## config.mk

```make
export PLATFORM = sky130hd
export DESIGN_NAME = cjtpd_cfg
export DESIGN_NICKNAME = d
export VERILOG_FILES = /design/src/rtl/cubic_joint_trajectory_pd_macros.svh /design/src/rtl/cjtpd_pkg.sv /design/src/rtl/cjtpd_cfg.sv
export SDC_FILE = /design/constraint.sdc
export NUM_CORES = 1
export LEC_CHECK = 0
export BUFFER_PORTS_ARGS = -buffer_cell sky130_fd_sc_hd__buf_2
export CAP_MARGIN = 20
export CORE_UTILIZATION = 38
export CTS_CLUSTER_SIZE = 14
export DETAILED_ROUTE_END_ITERATION = 10
export GPL_TIMING_DRIVEN = 0
export PLACE_DENSITY = 0.66
export SYNTH_ARGS = -nofsm -noshare
export SYNTH_HDL_FRONTEND = slang
export SYNTH_SLANG_ARGS = --single-unit
```

## constraint.sdc

```tcl
create_clock -name clk -period 1.05 [get_ports clk]
set_input_delay 0.1575 -clock clk [delete_from_list [all_inputs] [get_ports clk]]
set_output_delay 0.1575 -clock clk [all_outputs]
set_load 0.01 [all_outputs]
```

## src/rtl/cubic_joint_trajectory_pd_macros.svh

```systemverilog
// ----------------------------------------------------------------------------
// Assertion macros for the cubic joint trajectory servo
// Implication and next-cycle forms; they expand to nothing in synthesis.
// ----------------------------------------------------------------------------
`ifndef CUBIC_JOINT_TRAJECTORY_PD_MACROS_SVH
`define CUBIC_JOINT_TRAJECTORY_PD_MACROS_SVH

`ifndef SYNTHESIS
`define CJTPD_ASSERT_IMP(lbl, clock, rstn, ante, cons, msg) \
	lbl: assert property (@(posedge clock) disable iff (!rstn) (ante) |-> (cons)) \
		else $error(msg);
`define CJTPD_ASSERT_NXT(lbl, clock, rstn, ante, cons, msg) \
	lbl: assert property (@(posedge clock) disable iff (!rstn) (ante) |=> (cons)) \
		else $error(msg);
`else
`define CJTPD_ASSERT_IMP(lbl, clock, rstn, ante, cons, msg)
`define CJTPD_ASSERT_NXT(lbl, clock, rstn, ante, cons, msg)
`endif

`endif

```

## src/rtl/cjtpd_pkg.sv

```systemverilog
// ----------------------------------------------------------------------------
// cjtpd_pkg
// Types, constants and helpers shared by the cubic joint trajectory servo.
// ----------------------------------------------------------------------------
package cjtpd_pkg;

	localparam int JOINTS = 8;
	localparam int JIDX_W = (JOINTS > 1) ? $clog2(JOINTS) : 1;

	localparam int CFG_AW = 3;

	localparam logic [16:0] ONE_Q16 = 17'd65536;

	localparam logic OP_LOAD = 1'b0;
	localparam logic OP_TICK = 1'b1;

	// register index taken from paddr[2]
	localparam logic REG_DURATION     = 1'b0;
	localparam logic REG_INV_DURATION = 1'b1;

	localparam logic signed [63:0] SAT_MAX = 64'sh0000_0000_7FFF_FFFF;
	localparam logic signed [63:0] SAT_MIN = 64'shFFFF_FFFF_8000_0000;

	typedef struct packed {
		logic               opcode;
		logic [2:0]         joint;
		logic [30:0]        now_time;
		logic signed [31:0] position;
		logic signed [31:0] velocity;
		logic signed [31:0] gravity_torque;
		logic signed [31:0] goal_position;
		logic [30:0]        prop_gain;
		logic [30:0]        deriv_gain;
	} req_t;

	typedef struct packed {
		logic [2:0]         out_joint;
		logic signed [31:0] torque;
		logic signed [31:0] desired_position;
		logic               segment_done;
	} rsp_t;

	typedef struct packed {
		logic [30:0] duration;
		logic [30:0] inv_duration;
	} cfg_t;

	// one row of the per-joint segment memory
	typedef struct packed {
		logic signed [31:0] start_angle;
		logic signed [31:0] angle_delta;
		logic [30:0]        start_time;
		logic [30:0]        kp;
		logic [30:0]        kv;
	} seg_t;

	typedef enum logic [3:0] {
		ST_IDLE,
		ST_ELAP,
		ST_CHK,
		ST_S,
		ST_S2,
		ST_SHAPE,
		ST_VEL1,
		ST_POS,
		ST_DVEL,
		ST_ERR,
		ST_KP,
		ST_KV,
		ST_FIN
	} state_t;

	function automatic logic signed [31:0] sat32(input logic signed [63:0] v);
		logic signed [31:0] r;
		if (v > SAT_MAX)
			r = SAT_MAX[31:0];
		else if (v < SAT_MIN)
			r = SAT_MIN[31:0];
		else
			r = v[31:0];
		return r;
	endfunction

endpackage

```

## src/rtl/cjtpd_cfg.sv

```systemverilog
// ----------------------------------------------------------------------------
// cjtpd_cfg
// APB register file: trajectory duration and its reciprocal.
// ----------------------------------------------------------------------------
module cjtpd_cfg
	import cjtpd_pkg::*;
(
	input  logic              clk,
	input  logic              arst_n,
	input  logic              psel,
	input  logic              penable,
	input  logic              pwrite,
	input  logic [CFG_AW-1:0] paddr,
	input  logic [31:0]       pwdata,
	output logic [31:0]       prdata,
	output cfg_t              cfg
);

	logic [30:0] duration_q;
	logic [30:0] inv_duration_q;
	logic        wr_en;

	assign wr_en = psel && penable && pwrite;

	always_ff @(posedge clk or negedge arst_n) begin
		if (!arst_n) begin
			duration_q     <= 31'(ONE_Q16);
			inv_duration_q <= 31'(ONE_Q16);
		end else if (wr_en) begin
			unique case (paddr[2])
				REG_DURATION:     duration_q     <= pwdata[30:0];
				REG_INV_DURATION: inv_duration_q <= pwdata[30:0];
				default: ;
			endcase
		end
	end

	always_comb begin
		unique case (paddr[2])
			REG_DURATION:     prdata = {1'b0, duration_q};
			REG_INV_DURATION: prdata = {1'b0, inv_duration_q};
			default:          prdata = '0;
		endcase
	end

	assign cfg.duration     = duration_q;
	assign cfg.inv_duration = inv_duration_q;

endmodule

```

==> impl_metrics.json <==
{
  "rrSetupSlack_ns": 0.03,
  "critPathTopFamily": "flip-flops",
  "cts_tree": "done",
  "synth_seq_cells": 62,
  "hold_violations": 25,
  "worstPathArrival_ns": 1.14,
  "cts_made_buffers": 9,
  "avgSynthCellArea_um2": 16.9,
  "violations": "negative hold slack, negative setup slack",
  "final_antenna_net_count": 0,
  "dieArea_um2": 7860,
  "crit_chain": "mux2_2 -> buf_6",
  "ys_seq_area_share_pct": 54.4,
  "synth-simple-area-share_pct": 1.27,
  "synth_compound_area_share_pct": 0,
  "irDropWorstVdd_uv": 1250,
  "seqPwrFrac_pct": 32.3,
  "tightest_slew_ns": 0.648,
  "first_global_vias": 2222,
  "fin_ws_ns": -0.247,
  "antenna_found_initial": 0,
  "nNetsFinal": 405,
  "switching_share_pct": 28.3,
  "fin_skew_ns": 0,
  "die_x_um": 88.7,
  "grt_usage_pct": 19.5,
  "cp-start-kind": "flop",
  "std_cell_rows": 31,
  "cts_root_buf": "clkbuf_8",
  "tns_ns": -10.58,
  "place.gp.congestion": 0.753,
  "p_leak_nw": 2.60,
  "crit_slowest_cell": "dfrtp_1",
  "rsz0062_at_grt": "yes",
  "syn_inst": 169,
  "dpl_cell_area_um2": 3640,
  "clock.fmax_mhz": 771,
  "power_frac_comb_pct": 44.8,
  "vias_per_cell": 4.61,
  "grt-ovfl-total": 0,
  "area_delta_synth_final_pct": 76.6,
  "vias": 2160,
  "routedWlPerCell_um": 17.0,
  "yosys-top-cells-area": "dfrtp_1 53%, mux2_2 24%, mux2_4 16%, buf_6 2.8%, dfstp_2 1.8%",
  "critPathBufInv": 1,
  "timing.final.crit_period_ns": 1.30,
  "synth_largest_area_cell": "dfrtp_1",
  "synth_top_area_share_pct": 52.6,
  "powerDensity_nw_per_um2": 2060,
  "p_clk_share_pct": 22.9,
  "final_layout_size_suffix_gt1_share_pct": 83.0,
  "max_stage_delay_ns": 0.40,
  "setup_viol": 80,
  "drt-total-wl_um": 7960,
  "dp_hpwl_um": 4370,
  "initial_core_util_pct": 39.4,
  "drt_iter0_drc": 35,
  "fillers": 517,
  "power_switching_mw": 2.94,
  "cp-end-kind": "primary output",
  "clock_path_buffers": 2,
  "synth_warnings": 0,
  "synth_adder_area_share_pct": 0,
  "synth-xor-area-share_pct": 0,
  "maxCapViolCount": 0,
  "synth_fp_nets": 209,
  "place_inst": 397,
  "portBuffers": 128,
  "antennaDiodeCount": 0,
  "netlist_area_um2": 2860,
  "cts.sinks": 62,
  "maxSlewHeadroom_pct": 56.8,
  "grt_pass1_wl_um": 11300,
  "hold_class": "input pin to async pin",
  "grt_max_degree": 36,
  "crit_required_ns": 0.89,
  "final_cell_count_no_fill": 469,
  "cell_internal_pwr_mw": 7.45,
  "drcViolationCount": 0,
  "holdWs_ns": -0.149,
  "final_cell_area_um2": 5040,
  "boundaryPins": 134,
  "critPathKind": "flop to primary output",
  "synth_mux_area_share_pct": 40.6,
  "crit_fanout": 2,
  "dr.pass1.iters": 4,
  "insertion_delay_ns": 0.32,
  "core_area_um2": 7250,
  "status": "finished with violations",
  "ys_types": 11,
  "synth_top_family_by_area": "multiplexers",
  "slew_violations": 0,
  "clkSlewWorstSetupHoldPaths_ns": 0.08,
  "fin_crit_sh_pct": 124,
  "cts_htree_levels": 3,
  "die_h_um": 88.7
}
registers in the layout, summed over array words and instances (netlist names):
name / cells
duration_q: 31
inv_duration_q: 31
cell usage in the layout, fill, tap and decap left out:
cell type   netlist  routed
buf_6             7     132
dfrtp_1          60      60
buf_2             3      52
mux2_4           30      52
mux2_2           61      39
buf_4             1      11
clkbuf_8          0      10
mux2_1            2       2
bufinv_16         0       2
clkinv_4          0       2
dfstp_2           2       2
nand4b_4          1       1
nand4_2           1       1
conb_1            1       1
inv_6             0       1
clkinvlp_4        0       1
buf_12            0       1
power by group through the flow:
stage          logic, mW  registers [mW]  clock network [mW]
6_report            4.66            3.36                2.38
5_1_grt             4.95            3.40                2.55
4_1_cts             4.10            3.28                2.45
3_5_place_dp        2.43            3.37                   0
3_3_place_gp        2.39            3.34                   0
2_1_floorplan       1.15            3.56                   0
final timing paths:
check	startpoint	depth (start not counted)	to
max in group asynchronous	arst_n	2	duration_q[14]
setup / recovery	duration_q[21]	2	prdata[21]
setup reg to reg	duration_q[30]	3	duration_q[30]
hold / removal	arst_n	1	inv_duration_q[3]
hold reg to reg	inv_duration_q[17]	1	inv_duration_q[17]
min in group clk	pwdata[3]	2	inv_duration_q[3]
stage by stage:
step | power (mW) | utilization (%) | worst slack (ns)
floorplan | 4.70 | - | 0.00933
global placement | 5.73 | 49.9 | -0.357
detailed placement | 5.80 | 50.2 | -0.147
CTS | 9.83 | 65.4 | -0.251
global route | 10.9 | 69.5 | -0.288
finish | 10.4 | 69.5 | -0.247
routing by layer:
metal | track usage [%] | routed length [um] | vias to the layer above
met1 | 23.6 | 3130 | 1086
met3 | 2.89 | 300 | 9
met4 | 8.21 | 130 | 0
met5 | 0 | 0 | -
li1 | - | - | 994
met2 | 34.5 | 4400 | 71
kinds of logic after synthesis:
logic type,Yosys count
buf+inv,11
other cells,1
simple gates,2
flops,62
mux,93
cells in the mapped netlist:
cell type and n:
mux2_2 61, dfrtp_1 60, mux2_4 30, buf_6 7
buf_2 3, dfstp_2 2, mux2_1 2, buf_4 1
conb_1 1, nand4_2 1, nand4b_4 1
layout make-up:
type | instances | area, um2 | share of cell area [%]
Buffer | 11 | 101 | 2.01
Clock buffer | 10 | 138 | 2.73
Clock inverter | 6 | 93.8 | 1.86
Multi-Input combinational cell | 96 | 1280 | 25.4
Sequential cell | 62 | 1550 | 30.8
Tap cell | 99 | 124 | 2.46
Timing Repair Buffer | 185 | 1750 | 34.7
what timing repair did:
item | CTS | global route
setup endpoints to repair | 43 | 90
hold endpoints to repair | 25 | 25
buffers inserted | 43 | 28
gates resized for setup | 102 | 56
No activity file was read; power rests on OpenSTA's default activity.
